==> src/hw/rtl/gji_ram.sv <==
module gji_ram #(
  parameter int WIDTH = 32,
  parameter int DEPTH = 64
) (
  input  logic                     clk,
  input  logic                     we,
  input  logic [$clog2(DEPTH)-1:0] waddr,
  input  logic [WIDTH-1:0]         wdata,
  input  logic [$clog2(DEPTH)-1:0] raddr,
  output logic [WIDTH-1:0]         rdata
);

  logic [WIDTH-1:0] mem [DEPTH];

  // one write port, registered read
  always_ff @(posedge clk) begin
    if (we) begin
      mem[waddr] <= wdata;
    end
    rdata <= mem[raddr];
  end

endmodule

==> config.mk <==
export PLATFORM = sky130hd
export DESIGN_NAME = gji_ram
export DESIGN_NICKNAME = d
export VERILOG_FILES = /design/src/hw/rtl/gji_ram.sv
export SDC_FILE = /design/constraint.sdc
export NUM_CORES = 2
export LEC_CHECK = 0
export ABC_AREA = 1
export BUFFER_PORTS_ARGS = -buffer_cell sky130_fd_sc_hd__buf_4
export CAP_MARGIN = 10
export CORE_ASPECT_RATIO = 1.1
export CORE_MARGIN = 1.5
export CORE_UTILIZATION = 50
export DETAILED_ROUTE_END_ITERATION = 16
export GPL_TIMING_DRIVEN = 0
export PLACE_DENSITY_LB_ADDON = 0.08
export SYNTH_ARGS = -nofsm -noshare
export SYNTH_HDL_FRONTEND = slang
export SYNTH_SLANG_ARGS = --single-unit
==> constraint.sdc <==
create_clock -name clk -period 12.4 [get_ports clk]
set_clock_uncertainty 0.15 [all_clocks]
set_input_delay 0 -clock clk [delete_from_list [all_inputs] [get_ports clk]]
set_output_delay 0 -clock clk [all_outputs]
set_load 0.01 [all_outputs]
=== Word level (Yosys, flattened, before mapping) ===
Memory sizes are Yosys's and may differ from the RTL's. A register that Yosys moved wholly into a read port is not among the register bits.
Cells that the tools add are included.

* Muxes and demuxes: 2

{| class="wikitable"
|+ Operators by type and width
! cell !! number
|-
| 1-bit 2-to-1 mux || 2
|}

* Output and inout port bits: 32
* Input port bits: 46
* Bits in writable memories: 2048
* Memories: 1
* Flip-flop bits (word level): 0

{| class="wikitable"
|+ Memory list
! memory !! depth !! bits a word !! read ports !! clocked after Yosys merged registers in !! write ports !! RTL line !! source
|-
| mem || 64 || 32 || 1 || 1 || 1 || 13 || <nowiki>logic [WIDTH-1:0] mem [DEPTH];</nowiki>
|}

=== Longest topological paths before layout ===
* Depth after elaboration: 2
* Mapped depth: 13
* Mapped depth without buffers: 9

=== Worst setup path after synthesis ===
OpenSTA, ideal clock, no wires.

* Path type: input -> register
* Start: in we
* End: mem mem[48][0], enable pin
* Data required time: 11.748 ns
* Setup slack: 8.120 ns
* Stages: 3
* Arrival: 3.628 ns
* Path buffers: 1
* Setup time: 0.502 ns
* Cell sequence: clkbuf_1 nand4_1 nor4_1

* Longest elaborated chain between the ends: 2

{| class="wikitable"
|+ RTL lines
! element !! RTL line !! source
|-
| start, declared || 6 || <nowiki>input logic we,</nowiki>
|-
| 1-bit 2-to-1 mux || 17 || <nowiki>if (we) begin</nowiki>
|-
| 1-bit 2-to-1 mux (implied by the code) || 18 || <nowiki>mem[waddr] <= wdata;</nowiki>
|-
| end, declared || 13 ||
|}

Every way passes these cells.

=== Final worst setup path ===
* Start: in waddr[2]
* End: mem mem[52][15], enable pin

{| class="wikitable"
|+ RTL lines
! element !! RTL line !! source
|-
| start, declared || 7 || <nowiki>input logic [$clog2(DEPTH)-1:0] waddr,</nowiki>
|}

No word-level cell before the write port.

==> flow_metrics.env <==
export IMPL_avgSynthCellArea_sq_um=12.2
export IMPL_num_vias=60600
export IMPL_finalHoldViolCount=0
export IMPL_path_class="in -> reg"
export IMPL_drt_iter0_markers=9625
export IMPL_drive_gt1_frac=0.120
export IMPL_fin_crit_sh=0.256
export IMPL_synth_edf_count=2048
export IMPL_synth_most_common_cell="nand2_1"
export IMPL_arrival_ns=3.61
export IMPL_io_buffers=69
export IMPL_drc=0
export IMPL_cts_sinks=2080
export IMPL_ant_nets=0
export IMPL_synth_seq_cells=2080
export IMPL_tns_ns=0
export IMPL_synth_area_leaders="edfxtp_1 74%, nand3_1 12%, nand2_1 10%"
export IMPL_grt_first_pass_wirelength_um=441000
export IMPL_grt_pass1_vias=54500
export IMPL_cts_tree="done"
export IMPL_post_drt_wl_per_cell_um=34.1
export IMPL_power_density_nw_per_um2=157
export IMPL_synthCells=6769
export IMPL_power_total_w=0.0151
export IMPL_overflow=0
export IMPL_end_kind="register"
export IMPL_r2r_cells=8
export IMPL_worstPathRequired_ns=12.83
export IMPL_drt_pass1_iter_count=7
export IMPL_initial_core_util=0.503
export IMPL_antenna_found_initial=28
export IMPL_worst_pin_slew_ns=1.38
export IMPL_area_delta_synth_final_pct=15.7
export IMPL_cts_buffers=204
export IMPL_cts_root_buffer="clkbuf_16"
export IMPL_core_area_sq_um=164000
export IMPL_clkLatencyLatePin_ns=0.88
export IMPL_ys_warn_count=0
export IMPL_wl_um=328000
export IMPL_rsz0062_at_grt="no"
export IMPL_row_count=156
export IMPL_dp_hpwl_um=220000
export IMPL_cts_repair_resized=0
export IMPL_hold_class="in -> reg"
export IMPL_ys_seq_area_frac=0.751
export IMPL_cts_htree_levels=4
export IMPL_max_freq_mhz=315
export IMPL_slew_headroom=0.0708
export IMPL_ys_flop_type="edfxtp_1"
export IMPL_yosys_top_cells_count="2248 x nand2_1, 2048 x edfxtp_1, 1907 x nand3_1"
export IMPL_holdWs_ns=0.0930
export IMPL_final_nets=7277
export IMPL_clk_pin_slew_ns=0.06
export IMPL_dieArea_sq_um=168000
export IMPL_synth_top_area_cell="edfxtp_1"
export IMPL_synth_top_area_share=0.743
export IMPL_synth_nets=6815
export IMPL_die_width_um=391
export IMPL_ys_async_sr_fraction=0
export IMPL_synth_cell_type_count=16
export IMPL_grt_use_total=0.387
export IMPL_clockBufferDepth=3
export IMPL_power_leakage_nw=34.1
export IMPL_viasPerCell=6.30
export IMPL_grt_max_degree=65
export IMPL_synth_area_sq_um=82700
export IMPL_ios=78
export IMPL_run_status="finished clean"
export IMPL_die_h_um=430
export IMPL_crit_fanout=9
export IMPL_finalSetupViolCount=0
export IMPL_post_route_min_period_ns=3.18
export IMPL_ir_worst_vdd_mv=0.144
export IMPL_cap_viol_max_count=0
export IMPL_slew_violations=0
export IMPL_place_congestion=1.01
export IMPL_hold_path_depth=4
export IMPL_startpoint_type="primary input"
through the flow:
stage / utilization / instances / setup slack (ns) / instance area [sq um]
floorplan: - / 6769 / 8.12 / 82700
detailed placement: 0.540 / 9192 / 8.91 / 88800
global placement: 0.523 / 9050 / 1.24 / 86000
CTS: 0.582 / 9605 / 9.50 / 95600
finish: 0.582 / 9621 / 9.22 / 95700
global route: 0.582 / 9607 / 9.39 / 95700
per-layer routing:
metal  wire length [um]  GRT usage
met2             145000      0.576
met4              18500      0.193
met1             120000      0.520
met5                155   0.000289
met3              44500      0.116
final timing paths:
check / slack [ns] / from / endpoint
max: 9.22 / waddr[2] / mem[52][15]
min: 0.09 / raddr[5] / rdata[3]
max reg2reg: 10.20 / mem[24][15] / rdata[15]
min reg2reg: 0.83 / mem[2][20] / rdata[20]
kinds of logic after synthesis:
family | Yosys count | synth area share
and+or+nand+nor | 4228 | 0.221
DFF | 2080 | 0.751
buffers and inverters | 461 | 0.0278
where the power goes:
part | internal [W] | switching [W]
Sequential | 0.00778 | 0.0000149
Clock | 0.00337 | 0.00272
Combinational | 0.000250 | 0.000928
sequential cells by signal (all words and copies together) (netlist names):
name / count
rdata: 32
mem: 2048
area by class of cell:
cell class	count	area, sq um
Timing Repair Buffer	256	3290
Antenna cell	15	37.5
Inverter	12	47.5
Multi-Input combinational cell	4228	18800
Sequential cell	2080	62100
Fill cell	13500	68600
Clock inverter	93	788
Tap cell	2212	2770
Clock buffer	276	5610
Buffer	449	2250
layout by cell type (no fill, tap or decap), types with 2 or more instances in the layout:
master            n
clkbuf_16       208
buf_12           50
buf_4           168
nand4_1           9
nand3_1        1907
buf_1            40
dlygate4sd3_1    44
diode_2          15
clkinv_2         27
bufinv_16        10
clkbuf_8         15
edfxtp_1       2048
buf_16           29
clkinv_8          4
inv_6             6
buf_6            10
clkbuf_1        129
nor4_2            8
nor2_4           56
buf_8             5
inv_16            2
dfxtp_1          32
nand2_1        2248
inv_2             2
buf_2           282
inv_1             9
clkinv_1         42
worst max-delay path: stages:
cell and delay (ns):
dlygate4sd3_1 0.66, clkbuf_1 0.45, inv_1 0.31, nor4_2 1.22, buf_4 0.38, buf_4 0.23, buf_4 0.21, buf_6 0.15
timing repair:
action                     CTS  global route
buffers inserted             0             0
hold endpoints to repair  2161             0
hold buffers                44             0
No activity file was read; power rests on OpenSTA's default activity.
