$ cat config.mk
export PLATFORM = sky130hd
export DESIGN_NAME = gji_alu
export DESIGN_NICKNAME = d
export VERILOG_FILES = /design/src/hw/rtl/gji_pkg.sv /design/src/hw/rtl/gji_alu.sv
export SDC_FILE = /design/constraint.sdc
export NUM_CORES = 2
export LEC_CHECK = 0
export ABC_CLOCK_PERIOD_IN_PS = 23200
export BUFFER_PORTS_ARGS = -buffer_cell sky130_fd_sc_hd__buf_4
export CAP_MARGIN = 10
export CORE_MARGIN = 2
export CORE_UTILIZATION = 50
export CTS_BUF_LIST = sky130_fd_sc_hd__clkbuf_4
export DETAILED_ROUTE_END_ITERATION = 12
export PLACE_DENSITY = 0.73
export SYNTH_ARGS = -nofsm -noshare
export SYNTH_HDL_FRONTEND = slang
export SYNTH_SLANG_ARGS = --single-unit
$ cat constraint.sdc
create_clock -name clk -period 23.2 [get_ports clk]
set_input_delay 0 -clock clk [delete_from_list [all_inputs] [get_ports clk]]
set_output_delay 0 -clock clk [all_outputs]
set_load 0.005 [all_outputs]
$ cat src/hw/rtl/gji_pkg.sv
package gji_pkg;

  // fixed data format
  localparam int DATA_W = 32;
  localparam int CFG_W  = 4;
  // wide intermediate, holds any rounded sum or quotient before saturation
  localparam int WIDE_W = 66;

  localparam logic [CFG_W-1:0] ORDER_RESET = 4'd8;

  localparam logic signed [WIDE_W-1:0] WIDE_MAX = WIDE_W'(64'sd2147483647);
  localparam logic signed [WIDE_W-1:0] WIDE_MIN = WIDE_W'(-64'sd2147483648);

  // arithmetic unit operations
  typedef enum logic [1:0] {
    OP_ADD,
    OP_DIV,
    OP_SUB
  } alu_op_t;

  typedef struct packed {
    logic    start;
    alu_op_t op;
  } alu_req_t;

  // arithmetic unit states
  typedef enum logic [2:0] {
    A_IDLE,
    A_MAG,
    A_SUB,
    A_DIV,
    A_DRND,
    A_DSAT
  } alu_state_t;

  // sequencer states
  typedef enum logic [3:0] {
    S_LOAD,
    S_CLR,
    S_PIV_RD,
    S_PIV_CHK,
    S_SRCH_RD,
    S_SRCH_CHK,
    S_FAC_RD,
    S_FAC_CAP,
    S_E_RDS,
    S_E_RDD,
    S_E_GO,
    S_E_WAIT,
    S_NEXT,
    S_OUT_RD,
    S_OUT_CAP,
    S_OUT_HOLD
  } seq_state_t;

  // clamp a wide signed value to 32 bits signed
  function automatic logic signed [DATA_W-1:0] sat_wide(input logic signed [WIDE_W-1:0] v);
    logic signed [DATA_W-1:0] r;
    if (v > WIDE_MAX) begin
      r = WIDE_MAX[DATA_W-1:0];
    end else if (v < WIDE_MIN) begin
      r = WIDE_MIN[DATA_W-1:0];
    end else begin
      r = v[DATA_W-1:0];
    end
    return r;
  endfunction

endpackage

$ cat src/hw/rtl/gji_alu.sv
module gji_alu #(
  parameter int FRAC_BITS = 16
) (
  input  logic                                clk,
  input  logic                                rst,
  input  gji_pkg::alu_req_t                   req,
  input  logic signed [gji_pkg::DATA_W-1:0]   x,
  input  logic signed [gji_pkg::DATA_W-1:0]   y,
  input  logic signed [gji_pkg::DATA_W-1:0]   k,
  output logic                                done,
  output logic signed [gji_pkg::DATA_W-1:0]   res
);

  localparam int DW   = gji_pkg::DATA_W;
  localparam int WW   = gji_pkg::WIDE_W;
  localparam int NW   = DW + FRAC_BITS;
  localparam int CNTW = $clog2(NW + 1);

  gji_pkg::alu_state_t ast, ast_next;

  logic signed [DW-1:0]   x_q;
  logic                   neg_q;
  logic signed [2*DW-1:0] prod_q;
  logic [2*DW-1:0]        sq_q;
  logic [DW-1:0]          rem_q;
  logic [DW-1:0]          den_q;
  logic [NW-1:0]          num_q;
  logic [NW-1:0]          quo_q;
  logic [CNTW-1:0]        cnt;

  logic [2*DW-1:0]        prod_mag;
  logic signed [WW-1:0]   sq_wide;
  logic signed [WW-1:0]   x_wide;
  logic signed [WW-1:0]   sub_wide;
  logic signed [WW-1:0]   div_wide;
  logic signed [WW-1:0]   add_wide;
  logic [DW:0]            trial;
  logic                   ge;
  logic                   round_up;
  logic [DW-1:0]          absx;
  logic [DW-1:0]          absk;

  always_comb begin
    prod_mag = prod_q[2*DW-1] ? (2*DW)'(-prod_q) : (2*DW)'(prod_q);
    sq_wide  = $signed({2'b00, sq_q});
    x_wide   = WW'(x_q);
    sub_wide = neg_q ? (x_wide + sq_wide) : (x_wide - sq_wide);
    div_wide = neg_q ? -sq_wide : sq_wide;
    add_wide = WW'(x) + WW'(y);
    trial    = {rem_q, num_q[NW-1]};
    ge       = (trial >= {1'b0, den_q});
    round_up = ({rem_q, 1'b0} >= {1'b0, den_q});
    absx     = x[DW-1] ? DW'(-x) : DW'(x);
    absk     = k[DW-1] ? DW'(-k) : DW'(k);
  end

  // state register
  always_ff @(posedge clk) begin
    if (rst) begin
      ast <= gji_pkg::A_IDLE;
    end else begin
      ast <= ast_next;
    end
  end

  // next state
  always_comb begin
    ast_next = ast;
    unique case (ast)
      gji_pkg::A_IDLE: begin
        if (req.start) begin
          case (req.op)
            gji_pkg::OP_SUB: ast_next = gji_pkg::A_MAG;
            gji_pkg::OP_DIV: ast_next = gji_pkg::A_DIV;
            default:         ast_next = gji_pkg::A_IDLE;
          endcase
        end
      end
      gji_pkg::A_MAG:  ast_next = gji_pkg::A_SUB;
      gji_pkg::A_SUB:  ast_next = gji_pkg::A_IDLE;
      gji_pkg::A_DIV:  ast_next = (cnt == CNTW'(1)) ? gji_pkg::A_DRND : gji_pkg::A_DIV;
      gji_pkg::A_DRND: ast_next = gji_pkg::A_DSAT;
      gji_pkg::A_DSAT: ast_next = gji_pkg::A_IDLE;
      default:         ast_next = gji_pkg::A_IDLE;
    endcase
  end

  // done pulse
  always_ff @(posedge clk) begin
    if (rst) begin
      done <= 1'b0;
    end else begin
      done <= ((ast == gji_pkg::A_IDLE) && req.start && (req.op == gji_pkg::OP_ADD)) ||
              (ast == gji_pkg::A_SUB) || (ast == gji_pkg::A_DSAT);
    end
  end

  // datapath
  always_ff @(posedge clk) begin
    case (ast)
      gji_pkg::A_IDLE: begin
        if (req.start) begin
          case (req.op)
            gji_pkg::OP_ADD: res <= gji_pkg::sat_wide(add_wide);
            gji_pkg::OP_SUB: begin
              prod_q <= y * k;
              x_q    <= x;
            end
            default: begin
              neg_q <= x[DW-1] ^ k[DW-1];
              num_q <= {absx, {FRAC_BITS{1'b0}}};
              den_q <= absk;
              rem_q <= '0;
              quo_q <= '0;
              cnt   <= CNTW'(NW);
            end
          endcase
        end
      end
      // magnitude, round half away from zero at the binary point
      gji_pkg::A_MAG: begin
        neg_q <= prod_q[2*DW-1];
        sq_q  <= (prod_mag >> FRAC_BITS) + (2*DW)'(prod_mag[FRAC_BITS-1]);
      end
      gji_pkg::A_SUB: res <= gji_pkg::sat_wide(sub_wide);
      // restoring division, one quotient bit per cycle
      gji_pkg::A_DIV: begin
        rem_q <= ge ? DW'(trial - {1'b0, den_q}) : trial[DW-1:0];
        quo_q <= {quo_q[NW-2:0], ge};
        num_q <= num_q << 1;
        cnt   <= cnt - CNTW'(1);
      end
      gji_pkg::A_DRND: sq_q <= (2*DW)'(quo_q) + (2*DW)'(round_up);
      gji_pkg::A_DSAT: res <= gji_pkg::sat_wide(div_wide);
      default: ;
    endcase
  end

endmodule
-- After elaboration in Yosys (flattened, before gate mapping)
Index checks and enable logic that the tools add are counted.
- $add $sub $neg: 11
- multipliers: 1
- div/mod/pow operators: 0
- magnitude comparators: 8
- eq/ne operators: 11
- shifts and indexed selects: 0
- multiplexer cells: 35
- bitwise logic cells: 2
- reductions and logical operators: 16
- operators by type and width (kind ; count):
    $mux W32 ; 12
    $mux W48 ; 4
    $pmux W48 S2 ; 2
    $gt A66 B32 Y1 const B ; 2
    $lt A66 B32 Y1 const B ; 2
    $mux W66 ; 2
    $pmux W64 S2 ; 1
    $add A48 B1 Y49 ; 2
    $pmux W32 S3 ; 1
    $add A32 B65 Y66 ; 1
    $ge A33 B32 Y1 ; 2
    $neg A64 Y66 ; 1
    $sub A32 B65 Y66 ; 1
    $mul A32 B32 Y64 ; 1
    $mux W64 ; 1
    $neg A32 Y32 ; 2
    $neg A64 Y64 ; 1
    $pmux W32 S2 ; 1
    $add A32 B32 Y33 ; 1
    $gt A33 B32 Y1 const B ; 1
    $lt A33 B32 Y1 const B ; 1
    $sub A32 B32 Y32 ; 1
    $mux W31 ; 1
    $reduce_and A3 Y1 ; 5
    other kinds (25) ; 35
- register bits: 363
- latch bits: 0
- RAM bits: 0
- memory bits (read-only): 0
- input port bits: 101
- output and inout port bits: 33
- logic and storage cells: 97
- memories: 0

-- Longest topological paths before layout
- word-level depth: 7
- gate-level depth with buffers: 32
- depth with buffers taken out: 30

-- Worst setup path before layout
OpenSTA, ideal clock, no wires.
- kind: in2reg
- start point: input k[4] (netlist bit)
- end point: register prod_q[63], data pin
- library setup time: 0.260 ns
- data arrival time: 8.018 ns
- required time: 22.940 ns
- slack: 14.922 ns
- stages on the path: 30
- buffers on the path: 2
- cell sequence: clkbuf_1 clkbuf_1 nand2_1 fa_1 inv_1 fa_1 inv_1 fa_1 fa_1 inv_1 fa_1 fa_1 fa_1 inv_1 fa_1 inv_1 ha_1 and3_1 and2_1 a221o_1 a21oi_1 o211ai_1 o41ai_2 o221ai_1 o31a_1 a211oi_2 o21bai_1 a221o_1 a21oi_1 xnor2_1
- longest elaborated chain between the ends: 1
- RTL lines (what ; RTL line ; text):
    start: declaration ; gji_alu.sv:9 ; input logic signed [gji_pkg::DATA_W-1:0] k,
    $mul A32 B32 Y64 ; gji_alu.sv:106 ; prod_q <= y * k;
    end signal: assignment ; gji_alu.sv:106 ;
    end: declaration ; gji_alu.sv:23 ; logic signed [2*DW-1:0] prod_q;
Every way passes these cells.
A chain may end at the register's enable or synchronous reset.

-- Worst setup path after layout
- start point: input k[4] (netlist bit)
- end point: register prod_q[62], data pin
Same word-level chain as after synthesis.

==> flow_summary_export.csv <==
group,metric,value,unit
run_status,outcome,"finished clean",
placement,place.gp.congestion,0.936,
sta,post-route-period-util,39.1,%
setup_path,cp.arrival,9.65,ns
die,row_count,130,
cells_and_area,drive_gt1_share,5.12,%
logic_synthesis,synthSimpleGateAreaFrac,17.9,%
sta,skew,0.0735,ns
clock_tree,cts_buffers,93,
sta,fin_crit,9.07,ns
setup_path,critPathKind,"in2reg",
sta,rsz0062_at_grt,"no",
logic_synthesis,syn_avg_cell_area,9.00,um2
detailed_routing,drc,0,
detailed_routing,drt_wl_total,176000,um
die,io_pins,134,
logic_synthesis,synth_edf_count,328,
setup_path,cp-end-kind,"flop",
setup_path,critPathLaunchType,"primary input",
sta,fmax,110,MHz
die,initial_utilization,50.5,%
detailed_routing,vias_per_cell,5.67,
logic_synthesis,synthArstFlopShare,0,%
hold_path,worstHoldPathType,"in2reg",
grt,antenna_found_initial,9,
sta,final-setup-viol-count,0,
logic_synthesis,syn_inst,7065,
logic_synthesis,synth_top_family_by_area,"adder cells",
sta,slew-limit-headroom,23.3,%
grt,grt_usage,27.5,%
placement,hpwl,137000,um
setup_path,crit_path_top_delay_cell,"a2111oi_0",
logic_synthesis,ys_types,99,
logic_synthesis,yosysWarnings,0,
grt,grt_overflow_total,0,
clock_tree,clkLatencyLatePin,0.88,ns
clock_tree,tritoncts,"yes",
logic_synthesis,ys_ff_latch,332,
die,chipHeight,361,um
logic_synthesis,synth-compound-area-share,9.83,%
grt,grt_max_degree,68,
logic_synthesis,synth-main-ff-cell,"edfxtp_1",
detailed_routing,routedWlPerCell,20.0,um
die,fp.coreArea,126000,um2
cells_and_area,fillers,11312,
detailed_routing,drt-pass1-iter-count,6,
sta,tns,0,ns
grt,first_global_vias,52477,
clock_tree,clock-sinks,332,
grt,grt_pass1_wl,284000,um
logic_synthesis,synth_area_leader_cell,"fa_1",
sta,drv_slew,0,
clock_tree,cts.clk_slew.worst_paths,0.06,ns
logic_synthesis,yosysTopAreaCellShare,34.2,%
sta,finalHoldViolations,0,
clock_tree,root_buffer,"clkbuf_4",
sta,worst_pin_slew,1.15,ns
placement,port-buffer-count,133,
clock_tree,htreeDepth,3,
logic_synthesis,syn_nets,8576,
die,die_w,361,um
detailed_routing,vias,49871,
logic_synthesis,synthAdderAreaFrac,40.6,%
cells_and_area,fin_nets,8590,
setup_path,critPathMaxStageDelay,0.88,ns
cells_and_area,final_cell_mix,"inv_1, fa_1, nand2_1, and2_1, edfxtp_1",
logic_synthesis,yosysSeqAreaShare,15.6,%
logic_synthesis,synthXorXnorAreaFrac,5.95,%
detailed_routing,drt_iter0_drc,3827,
cells_and_area,syn_to_final_growth,6.62,%
setup_path,cp_data_required_time,23.78,ns
clock_tree,clockBufferDepth,3,
cells_and_area,final_core_util,53.8,%
logic_synthesis,syn_area,63600,um2
logic_synthesis,synthMuxAreaShare,0.512,%
logic_synthesis,synth_area_leaders,"fa_1, edfxtp_1, inv_1",
cells_and_area,final_common_cell,"inv_1",
detailed_routing,ant_nets,0,
flow_run,cap_violations,0,
setup_path,path_max_fanout,36,
die,die_area,130000,um2
setup_path,worst_path_most_repeated_cell,"fa_1",
-- metal layers --
layer	up-vias	wire length, um	global-route usage, %
li1	22435	-	-
met5	-	47	0
met3	367	13700	3.74
met4	8	6000	9.60
met2	2065	83500	45.8
met1	24996	72600	36.9
-- final cells by class --
cell class                      instances  area, um2  area share, %
Tap cell                             1650       2060           3.05
Antenna cell                            5       12.5         0.0185
Multi-Input combinational cell       5118      47600           70.2
Clock inverter                         27        121          0.179
Sequential cell                       332       9930           14.7
Timing Repair Buffer                  272       2310           3.41
Clock buffer                          133        998           1.47
Inverter                             1262       4740           6.99
-- sequential cells by signal, indices dropped and copies added, names as in the netlist --
signal	count
ast	3
cnt	6
den_q	32
done	1
neg_q	1
num_q	32
prod_q	64
quo_q	48
rem_q	32
res	32
sq_q	49
x_q	32
-- cells by family (layout without fill, tap and decap cells) --
group	after synthesis	count (layout)
simple gates	2262	2262
mux	32	32
other cells	0	5
flops	332	332
compound gates	980	980
fa+ha+maj	1412	1412
xor+xnor	432	432
buf+inv	1615	1694
-- stage by stage --
stage,hold slack (ns),setup WS (ns),std cells,area [um2]
final,0.0569,14.13,8799,67800
after global routing,0.0401,13.83,8797,67800
after CTS,0.00529,14.17,8794,67800
after detailed placement,0.219,13.89,8526,65600
after global placement,0.211,13.98,8526,65600
after floorplan,0.0716,14.92,7065,63600
-- critical path: cells and delay by family --
kind / cells / cell delay, ns
AO/OA/AOI/OAI: 11 / 3.13
XOR/XNOR: 1 / 0.16
adder cells (fa/ha/maj): 9 / 4.48
buffers and inverters: 10 / 1.63
AND/OR/NAND/NOR: 1 / 0.16
-- synth_stat cells (6+ instances only) --
cell type     n
o41ai_1      16
or3_1        54
ha_1        325
xor2_1      195
and4_1       11
nand3_1      74
a31oi_1      41
o31a_1        7
a22oi_1       8
fa_1       1085
o21a_1       33
and3_1       48
nor2b_1      59
buf_1        12
o21ai_1      29
a21boi_0     10
a211o_1       6
nand4_1      47
clkbuf_1    332
a21oi_1     253
a21o_1      117
edfxtp_1    328
o211ai_1     38
o31ai_1      35
nor3b_1       6
o2111ai_1    10
o21bai_1     37
or2_2        17
nor2_1      293
nand3b_1      9
or4_1        24
nand2_1     817
nor3_1       85
o21ai_0     209
xnor2_1     237
nand2b_1     55
a221o_1       6
mux2i_1      28
a211oi_1     25
inv_1      1261
nor4_1       36
and2_1      593
o22ai_1      30
a32oi_1       7
-- repair_timing --
| item | CTS | global route |
|---|---|---|
| hold buffers | 108 | 0 |
| endpoints found under the hold margin | 118 | 0 |
| gates resized for setup | 0 | 0 |
| setup buffers | 0 | 0 |
-- final timing paths --
check        startpoint         end  slack (ns)  depth (start not counted)
max                k[4]  prod_q[62]       14.13                         32
min reg2reg   num_q[33]   num_q[34]        0.51                          2
max reg2reg     sq_q[0]     res[12]       15.40                         22
min               x[22]     x_q[22]        0.06                          2
Power is not shown: default switching activity piles up to over one toggle a cycle in this logic, so the estimate is an artifact.
